## src/hw/rtl/smt_pkg.sv

```systemverilog
// ----------------------------------------------------------------------------
// smt_pkg
// Shared types and constants of the set membership table.
// ----------------------------------------------------------------------------
`default_nettype none

package smt_pkg;

  // store geometry
  localparam int unsigned CAPACITY = 64;
  localparam int unsigned ADDR_W   = (CAPACITY > 1) ? $clog2(CAPACITY) : 1;
  localparam int unsigned CNT_W    = $clog2(CAPACITY + 1);
  localparam int unsigned VAL_W    = 32;
  localparam int unsigned FUNC_W   = 2;

  // output beat layout
  localparam int unsigned OUT_FIELD_W = 2 + CNT_W + 2 * VAL_W;
  localparam int unsigned OUT_DATA_W  = ((OUT_FIELD_W + 7) / 8) * 8;

  // empty-set reporting values
  localparam logic [VAL_W-1:0] EMPTY_MIN = {1'b0, {(VAL_W-1){1'b1}}};
  localparam logic [VAL_W-1:0] EMPTY_MAX = {1'b1, {(VAL_W-1){1'b0}}};

  typedef enum logic [FUNC_W-1:0] {
    FN_CLEAR  = 2'd0,
    FN_INSERT = 2'd1,
    FN_REMOVE = 2'd2,
    FN_LOOKUP = 2'd3
  } func_e;

  typedef enum logic [1:0] {
    ST_IDLE,
    ST_SCAN,
    ST_DONE
  } state_e;

  // memory access from the scan engine
  typedef struct packed {
    logic              we;
    logic [ADDR_W-1:0] waddr;
    logic [VAL_W-1:0]  wdata;
    logic              re;
    logic [ADDR_W-1:0] raddr;
  } mem_req_t;

  // one result, last field in the lowest bits
  typedef struct packed {
    logic [VAL_W-1:0] maximum;
    logic [VAL_W-1:0] minimum;
    logic [CNT_W-1:0] count;
    logic             full_res;
    logic             found;
  } res_t;

endpackage

`default_nettype wire

```

## src/hw/rtl/smt_ram.sv

```systemverilog
// ----------------------------------------------------------------------------
// smt_ram
// Simple dual-port synchronous RAM, one write and one registered read port.
// ----------------------------------------------------------------------------
`default_nettype none

module smt_ram #(
  parameter int unsigned DEPTH = 64,
  parameter int unsigned WIDTH = 32
) (
  input  wire logic                             clk_i,
  input  wire logic                             we_i,
  input  wire logic [$clog2(DEPTH > 1 ? DEPTH : 2)-1:0] waddr_i,
  input  wire logic [WIDTH-1:0]                 wdata_i,
  input  wire logic                             re_i,
  input  wire logic [$clog2(DEPTH > 1 ? DEPTH : 2)-1:0] raddr_i,
  output logic      [WIDTH-1:0]                 rdata_o
);

  logic [WIDTH-1:0] mem_q [DEPTH];

  // write port
  always_ff @(posedge clk_i) begin
    if (we_i) begin
      mem_q[waddr_i] <= wdata_i;
    end
  end

  // registered read port
  always_ff @(posedge clk_i) begin
    if (re_i) begin
      rdata_o <= mem_q[raddr_i];
    end
  end

endmodule

`default_nettype wire

```

## src/hw/rtl/smt_core.sv

```systemverilog
// ----------------------------------------------------------------------------
// smt_core
// Scan engine: walks the stored entries once per item, finds the value,
// closes the gap on remove, appends on insert, and tracks minimum/maximum.
// ----------------------------------------------------------------------------
`default_nettype none

module smt_core
  import smt_pkg::*;
(
  input  wire logic             clk_i,
  input  wire logic             rst_ni,
  // item side
  input  wire logic             in_valid_i,
  output logic                  in_ready_o,
  input  wire func_e            in_func_i,
  input  wire logic [VAL_W-1:0] in_value_i,
  // store
  output mem_req_t              mem_o,
  input  wire logic [VAL_W-1:0] mem_rdata_i,
  // result side
  output logic                  res_valid_o,
  input  wire logic             res_ready_i,
  output res_t                  res_o
);

  state_e            state_q, state_d;
  func_e             func_q;
  logic [VAL_W-1:0]  value_q;
  logic [CNT_W-1:0]  cnt_q, cnt_d;
  logic [CNT_W-1:0]  rd_idx_q, rd_idx_d;
  logic              p_vld_q, p_vld_d;
  logic [ADDR_W-1:0] p_idx_q, p_idx_d;
  logic              found_q, found_d;
  logic [VAL_W-1:0]  min_q, min_d;
  logic [VAL_W-1:0]  max_q, max_d;

  logic              accept;
  logic              issue;
  logic              hit;
  logic              keep;
  logic              shift_wr;
  logic              ins_ok;
  logic              ins_full;
  logic              finish;
  logic              scan_end;

  assign accept   = in_valid_i && in_ready_o;
  assign scan_end = (rd_idx_q == cnt_q) && !p_vld_q;
  assign finish   = res_valid_o && res_ready_i;

  // next state
  always_comb begin
    state_d = state_q;
    unique case (state_q)
      ST_IDLE: if (in_valid_i) state_d = ST_SCAN;
      ST_SCAN: if (scan_end) state_d = ST_DONE;
      ST_DONE: if (res_ready_i) state_d = ST_IDLE;
      default: state_d = ST_IDLE;
    endcase
  end

  // state outputs
  always_comb begin
    in_ready_o  = 1'b0;
    res_valid_o = 1'b0;
    issue       = 1'b0;
    unique case (state_q)
      ST_IDLE: in_ready_o  = 1'b1;
      ST_SCAN: issue       = (rd_idx_q < cnt_q);
      ST_DONE: res_valid_o = 1'b1;
      default: ;
    endcase
  end

  // compare stage on the returning read beat
  assign hit      = p_vld_q && (mem_rdata_i == value_q);
  assign keep     = !((func_q == FN_REMOVE) && hit);
  // entries past the match move one place down
  assign shift_wr = p_vld_q && (func_q == FN_REMOVE) && found_q;

  assign ins_ok   = (func_q == FN_INSERT) && !found_q && (cnt_q != CNT_W'(CAPACITY));
  assign ins_full = (func_q == FN_INSERT) && !found_q && (cnt_q == CNT_W'(CAPACITY));

  // store access
  always_comb begin
    mem_o       = '0;
    mem_o.re    = issue;
    mem_o.raddr = rd_idx_q[ADDR_W-1:0];
    if (shift_wr) begin
      mem_o.we    = 1'b1;
      mem_o.waddr = p_idx_q - ADDR_W'(1);
      mem_o.wdata = mem_rdata_i;
    end else if (finish && ins_ok) begin
      mem_o.we    = 1'b1;
      mem_o.waddr = cnt_q[ADDR_W-1:0];
      mem_o.wdata = value_q;
    end
  end

  // scan bookkeeping and min/max accumulation
  always_comb begin
    rd_idx_d = rd_idx_q;
    p_vld_d  = issue;
    p_idx_d  = rd_idx_q[ADDR_W-1:0];
    found_d  = found_q;
    min_d    = min_q;
    max_d    = max_q;
    cnt_d    = cnt_q;
    if (accept) begin
      rd_idx_d = '0;
      found_d  = 1'b0;
      min_d    = EMPTY_MIN;
      max_d    = EMPTY_MAX;
    end
    if (issue) begin
      rd_idx_d = rd_idx_q + CNT_W'(1);
    end
    if (p_vld_q) begin
      found_d = found_q || hit;
      if (keep && ($signed(mem_rdata_i) < $signed(min_q))) min_d = mem_rdata_i;
      if (keep && ($signed(mem_rdata_i) > $signed(max_q))) max_d = mem_rdata_i;
    end
    if (finish) begin
      cnt_d = res_o.count;
    end
  end

  // result
  always_comb begin
    res_o.found    = found_q;
    res_o.full_res = ins_full;
    res_o.count    = cnt_q;
    res_o.minimum  = min_q;
    res_o.maximum  = max_q;
    priority if (func_q == FN_CLEAR) begin
      res_o.count   = '0;
      res_o.minimum = EMPTY_MIN;
      res_o.maximum = EMPTY_MAX;
    end else if (ins_ok) begin
      res_o.count   = cnt_q + CNT_W'(1);
      if ($signed(value_q) < $signed(min_q)) res_o.minimum = value_q;
      if ($signed(value_q) > $signed(max_q)) res_o.maximum = value_q;
    end else if ((func_q == FN_REMOVE) && found_q) begin
      res_o.count   = cnt_q - CNT_W'(1);
    end else begin
      res_o.count   = cnt_q;
    end
  end

  // control registers
  always_ff @(posedge clk_i or negedge rst_ni) begin
    if (!rst_ni) begin
      state_q  <= ST_IDLE;
      cnt_q    <= '0;
      rd_idx_q <= '0;
      p_vld_q  <= 1'b0;
      found_q  <= 1'b0;
    end else begin
      state_q  <= state_d;
      cnt_q    <= cnt_d;
      rd_idx_q <= rd_idx_d;
      p_vld_q  <= p_vld_d;
      found_q  <= found_d;
    end
  end

  // payload registers
  always_ff @(posedge clk_i) begin
    if (accept) begin
      func_q  <= in_func_i;
      value_q <= in_value_i;
    end
    p_idx_q <= p_idx_d;
    min_q   <= min_d;
    max_q   <= max_d;
  end

endmodule

`default_nettype wire

```

## src/hw/rtl/set_membership_table.sv

```systemverilog
// ----------------------------------------------------------------------------
// set_membership_table
// Set of distinct signed 32-bit values with clear, insert, remove and lookup.
// ----------------------------------------------------------------------------
// Each beat on the slave side carries one operation (tuser) and one value
// (tdata) and yields exactly one result beat on the master side. The set
// lives in a 64-entry RAM with one read and one write port; every item walks
// the stored entries once, one per cycle through the read port. Removal
// closes the gap during that walk, keeping the order of the remaining
// entries. The result sits in an output register, so a new item can be taken
// while the previous result waits. No clearing pass is needed after reset.
`default_nettype none

module set_membership_table
  import smt_pkg::*;
(
  input  wire logic                  clk_i,
  input  wire logic                  rst_ni,
  // slave side
  input  wire logic                  s_axis_tvalid,
  output logic                       s_axis_tready,
  input  wire logic [VAL_W-1:0]      s_axis_tdata,   // value
  input  wire logic [FUNC_W-1:0]     s_axis_tuser,   // func
  // master side
  output logic                       m_axis_tvalid,
  input  wire logic                  m_axis_tready,
  output logic [OUT_DATA_W-1:0]      m_axis_tdata    // found, full_res, count,
                                                     // minimum, maximum, zero pad
);

  mem_req_t         mem_req;
  logic [VAL_W-1:0] mem_rdata;
  logic             res_valid;
  logic             res_ready;
  res_t             res;
  logic             out_valid_q, out_valid_d;
  res_t             out_q;

  smt_core u_core (
    .clk_i       (clk_i),
    .rst_ni      (rst_ni),
    .in_valid_i  (s_axis_tvalid),
    .in_ready_o  (s_axis_tready),
    .in_func_i   (func_e'(s_axis_tuser)),
    .in_value_i  (s_axis_tdata),
    .mem_o       (mem_req),
    .mem_rdata_i (mem_rdata),
    .res_valid_o (res_valid),
    .res_ready_i (res_ready),
    .res_o       (res)
  );

  smt_ram #(
    .DEPTH (CAPACITY),
    .WIDTH (VAL_W)
  ) u_ram (
    .clk_i   (clk_i),
    .we_i    (mem_req.we),
    .waddr_i (mem_req.waddr),
    .wdata_i (mem_req.wdata),
    .re_i    (mem_req.re),
    .raddr_i (mem_req.raddr),
    .rdata_o (mem_rdata)
  );

  // output register, refilled as soon as it drains
  assign res_ready = !out_valid_q || m_axis_tready;

  always_comb begin
    out_valid_d = out_valid_q;
    if (res_ready) begin
      out_valid_d = res_valid;
    end
  end

  always_ff @(posedge clk_i or negedge rst_ni) begin
    if (!rst_ni) begin
      out_valid_q <= 1'b0;
    end else begin
      out_valid_q <= out_valid_d;
    end
  end

  always_ff @(posedge clk_i) begin
    if (res_ready && res_valid) begin
      out_q <= res;
    end
  end

  assign m_axis_tvalid = out_valid_q;
  assign m_axis_tdata  = OUT_DATA_W'(out_q);

endmodule

`default_nettype wire

```

## config.mk

```make
export PLATFORM = sky130hd
export DESIGN_NAME = set_membership_table
export DESIGN_NICKNAME = d
export VERILOG_FILES = /design/src/hw/rtl/smt_pkg.sv /design/src/hw/rtl/smt_ram.sv /design/src/hw/rtl/smt_core.sv /design/src/hw/rtl/set_membership_table.sv
export SDC_FILE = /design/constraint.sdc
export NUM_CORES = 2
export LEC_CHECK = 0
export BUFFER_PORTS_ARGS = -buffer_cell sky130_fd_sc_hd__buf_2
export CAP_MARGIN = 20
export CORE_ASPECT_RATIO = 2
export CORE_MARGIN = 3
export CORE_UTILIZATION = 35
export CTS_CLUSTER_SIZE = 8
export DETAILED_ROUTE_END_ITERATION = 8
export PLACE_DENSITY = 0.56
export SYNTH_ARGS = -nofsm -noshare
export SYNTH_HDL_FRONTEND = slang
export SYNTH_HIERARCHICAL = 1
export SYNTH_SLANG_ARGS = --single-unit
```

## constraint.sdc

```tcl
create_clock -name clk_i -period 15.2 [get_ports clk_i]
set_input_delay 2.28 -clock clk_i [delete_from_list [all_inputs] [get_ports clk_i]]
set_output_delay 2.28 -clock clk_i [all_outputs]
set_load 0.05 [all_outputs]
```

==> reports/qor.tcl <==
set qor(hpwlAfterDp_mm) 159
set qor(worstSetupStartpointType) {primary input}
set qor(place.gp.congestion) 0.858
set qor(rsz0062_at_grt) {false}
set qor(largest_net_degree_at_the_start_of_global_routing) 91
set qor(placementRows) 264
set qor(syn_area_sq_um) 91100
set qor(crit_path_cell_count) 11
set qor(drc) 0
set qor(layout.cells.non_filler) 8442
set qor(detailroute.via_count) 45561
set qor(cp_top_family) {simple AND/OR/NAND/NOR gates}
set qor(flow.area_growth_from_synthesis_pct) 16.1
set qor(yosys-top-cells-count) {2187 x sky130_fd_sc_hd__edfxtp_1, 544 x sky130_fd_sc_hd__mux4_2, 284 x sky130_fd_sc_hd__nor2_1}
set qor(worst_ep_required_time_ns) 15.65
set qor(worstPathCellList) {buf_2 -> nand2b_4 -> nand2_1 -> buf_4 -> nor2_2 -> buf_4 -> nand2_1 -> o21ai_0 -> nor2b_1 -> nand3_1 -> nor2_4}
set qor(max_clock_freq_ghz) 0.176
set qor(yosys.cell_count.top_type) {sky130_fd_sc_hd__edfxtp_1}
set qor(place_ws_ns) 8.61
set qor(timing.slew.headroom) 0.0893
set qor(synthesis.instances) 4562
set qor(crit_path_end_kind) {flip-flop}
set qor(worst-endpoint-arrival_ns) 6.12
set qor(share_of_the_clock_period_used_by_the_worst_path) 0.373
set qor(die_x_um) 367
set qor(placed_instance_count) 8035
set qor(synth_top_area_frac) 0.721
set qor(synth.ff_latch_count) 2276
set qor(critPathMaxFanout) 33
set qor(timing.critical_path.buf_inv) 3
set qor(worst_pin_slew_ns) 1.37
set qor(io_pins) 120
set qor(floorplan.initialDensity) 0.352
set qor(grt_antenna_before_repair) 11
set qor(holdWs_ns) 0.523
set qor(dieArea_sq_um) 267000
set qor(numCtsBuffers) 327
set qor(dr.first_iter.drc_count) 4288
set qor(worst_path_max_delay_cell) {sky130_fd_sc_hd__nor2_4}
set qor(cts_root_buf) {sky130_fd_sc_hd__clkbuf_16}
set qor(cts_sinks) 2276
set qor(max_cap_viol_count) 0
set qor(h-tree-depth) 5
set qor(timing.final.max_slew_violations) 0
set qor(via_per_inst) 5.40
set qor(gr-usage-all-layers) 0.188
set qor(leakage_power_nw) 34.5
set qor(wl_per_cell_um) 30.0
set qor(clk_pin_slew_worst_paths_ns) 0.05
set qor(grt_pass1_wl_mm) 361
set qor(worst_slack_ns) 9.53
set qor(io_buffer_count) 112
set qor(final_core_utilization) 0.409
set qor(finalNetCount) 5087
set qor(finalWorstPathRequiredPeriod_ns) 5.67
set qor(synth.top_cells.by_area) {sky130_fd_sc_hd__edfxtp_1 72%, sky130_fd_sc_hd__mux4_2 13%, sky130_fd_sc_hd__ha_1 1.9%}
set qor(power_per_unit_of_standard_cell_area_nw_per_um2) 160
set qor(synthArstFlopShare) 0.00835
set qor(synth_area_leader_cell) {sky130_fd_sc_hd__edfxtp_1}
set qor(final_layout_size_suffix_gt1_frac) 0.265
set qor(slowest_delay_ns) 1.13
set qor(fillcell_total) 22713
set qor(min_path_cells) 0
set qor(holdBufCountCts) 0
set qor(reg2regPathDepth) 7
set qor(skew_ns) 0.0573
set qor(status) {complete, no violations}
set qor(synth-edff-count) 2187
set qor(count_of_tritonroute_iterations_in_the_first_routing_pass) 5
set qor(clk-insertion-delay-late_ns) 0.86
set qor(avgSynthCellArea_sq_um) 20.0
set qor(yosys_most_used_dff) {sky130_fd_sc_hd__edfxtp_1}
set qor(grt_overflow_total) 0
set qor(number_of_global_route_vias_before_repair) 48557
set qor(number_of_buffers_on_the_longest_clock_path) 4
set qor(cts_tree) {yes}
set qor(irDropWorstVdd_mv) 0.100
set qor(timing_hold_violations_final) 0
set qor(core_area_sq_um) 259000
set qor(holdCritPathClass) {flip-flop to flip-flop}
set qor(fp.dieH_um) 727
set qor(setup-tns-final_ns) 0
set qor(crit_path_category) {primary input to flip-flop}
set qor(cts_resized) 0
set qor(ys.warnings.count) 6
set qor(ant_nets) 0
set qor(seq_area_frac_synth) 0.742
set qor(setup_viol_count_final) 0
set qor(cts_setup_buffers) 0
set qor(yosys.cell_types.count) 71
set qor(wl_mm) 253
## layout by cell type, fill, tap and decap left out, types with 114 or more instances in the layout
master / synthesis / final
sky130_fd_sc_hd__a21oi_1: 115 / 115
sky130_fd_sc_hd__buf_2: 65 / 114
sky130_fd_sc_hd__buf_4: 44 / 132
sky130_fd_sc_hd__clkbuf_16: 0 / 332
sky130_fd_sc_hd__edfxtp_1: 2187 / 2187
sky130_fd_sc_hd__ha_1: 138 / 138
sky130_fd_sc_hd__inv_1: 116 / 114
sky130_fd_sc_hd__mux2i_1: 159 / 159
sky130_fd_sc_hd__mux4_2: 544 / 544
sky130_fd_sc_hd__nor2_1: 284 / 218
## stage by stage
stage	total power, mW	cell area, sq um
floorplan	9.53	91100
global placement	10.6	96700
detailed placement	10.6	96900
CTS	17.1	106000
global route	17.5	106000
finish	16.9	106000
## worst reg2reg max path, stage by stage (launching register included)
cell and delay (ns):
sky130_fd_sc_hd__dfrtp_4 0.83, sky130_fd_sc_hd__buf_12 0.64, sky130_fd_sc_hd__buf_4 1.00, sky130_fd_sc_hd__buf_4 0.96, sky130_fd_sc_hd__mux4_2 0.67, sky130_fd_sc_hd__mux4_2 0.53, sky130_fd_sc_hd__o22ai_1 0.38, sky130_fd_sc_hd__nor2_1 0.11
## final cells by class
class                           count  area, sq um  area share
Clock inverter                     19          267     0.00252
Clock buffer                      379         8480      0.0802
Antenna cell                        4         10.0   0.0000947
Multi-Input combinational cell   1928        22800       0.215
Sequential cell                  2276        67600       0.639
Inverter                          116          437     0.00413
Tap cell                         3458         4330      0.0409
Timing Repair Buffer              262         1890      0.0179
## where the power goes
part / switching (mW) / internal, mW
Combinational: 1.89 / 1.27
Sequential: 0.220 / 7.09
Clock: 2.53 / 3.88
Total: 4.63 / 12.2
## state kept, by name, summed over array words and instances (netlist names)
| register | count |
|---|---|
| m_axis_tdata | 73 |
| u_core/max_q | 32 |
| u_core/p_vld_q | 1 |
| u_core/state_q | 2 |
| u_core/cnt_q | 7 |
| m_axis_tvalid | 1 |
| u_core/p_idx_q | 6 |
| u_core/func_q | 2 |
| u_ram/rdata_o | 32 |
| u_core/min_q | 32 |
| u_ram/mem_q | 2048 |
| u_core/found_q | 1 |
| u_core/value_q | 32 |
| u_core/rd_idx_q | 7 |
## worst paths after layout
check                                       to  slack, ns                from
setup / recovery           u_ram/mem_q[27][21]       9.53       m_axis_tready
hold / removal                 m_axis_tdata[0]       0.52      u_core/found_q
setup reg to reg             u_ram/rdata_o[15]       9.82  u_core/rd_idx_q[0]
hold reg to reg                m_axis_tdata[0]       0.52      u_core/found_q
max in group asynchronous   u_core/rd_idx_q[3]      13.40              rst_ni
min in group asynchronous        m_axis_tvalid       1.41              rst_ni
## routing by layer
metal,wire length (um),vias up,track usage
li1,-,19297,-
met1,87600,24361,0.203
met2,139000,1464,0.354
met3,11500,439,0.0260
met4,15000,0,0.0984
met5,0,-,0
## cells by family (layout without fill, tap and decap cells)
kind of cell | after synthesis | after routing | share of synthesized area
other | 1 | 11 | 0.0000412
buffers and inverters | 364 | 776 | 0.0184
adder cells (fa/ha/maj) | 138 | 138 | 0.0190
AND/OR/NAND/NOR | 565 | 565 | 0.0283
flip-flops | 2276 | 2276 | 0.742
XOR/XNOR | 41 | 41 | 0.00394
multiplexers | 738 | 738 | 0.158
AO/OA/AOI/OAI | 439 | 439 | 0.0309
Note: power is estimated with default switching activity, not from simulation.
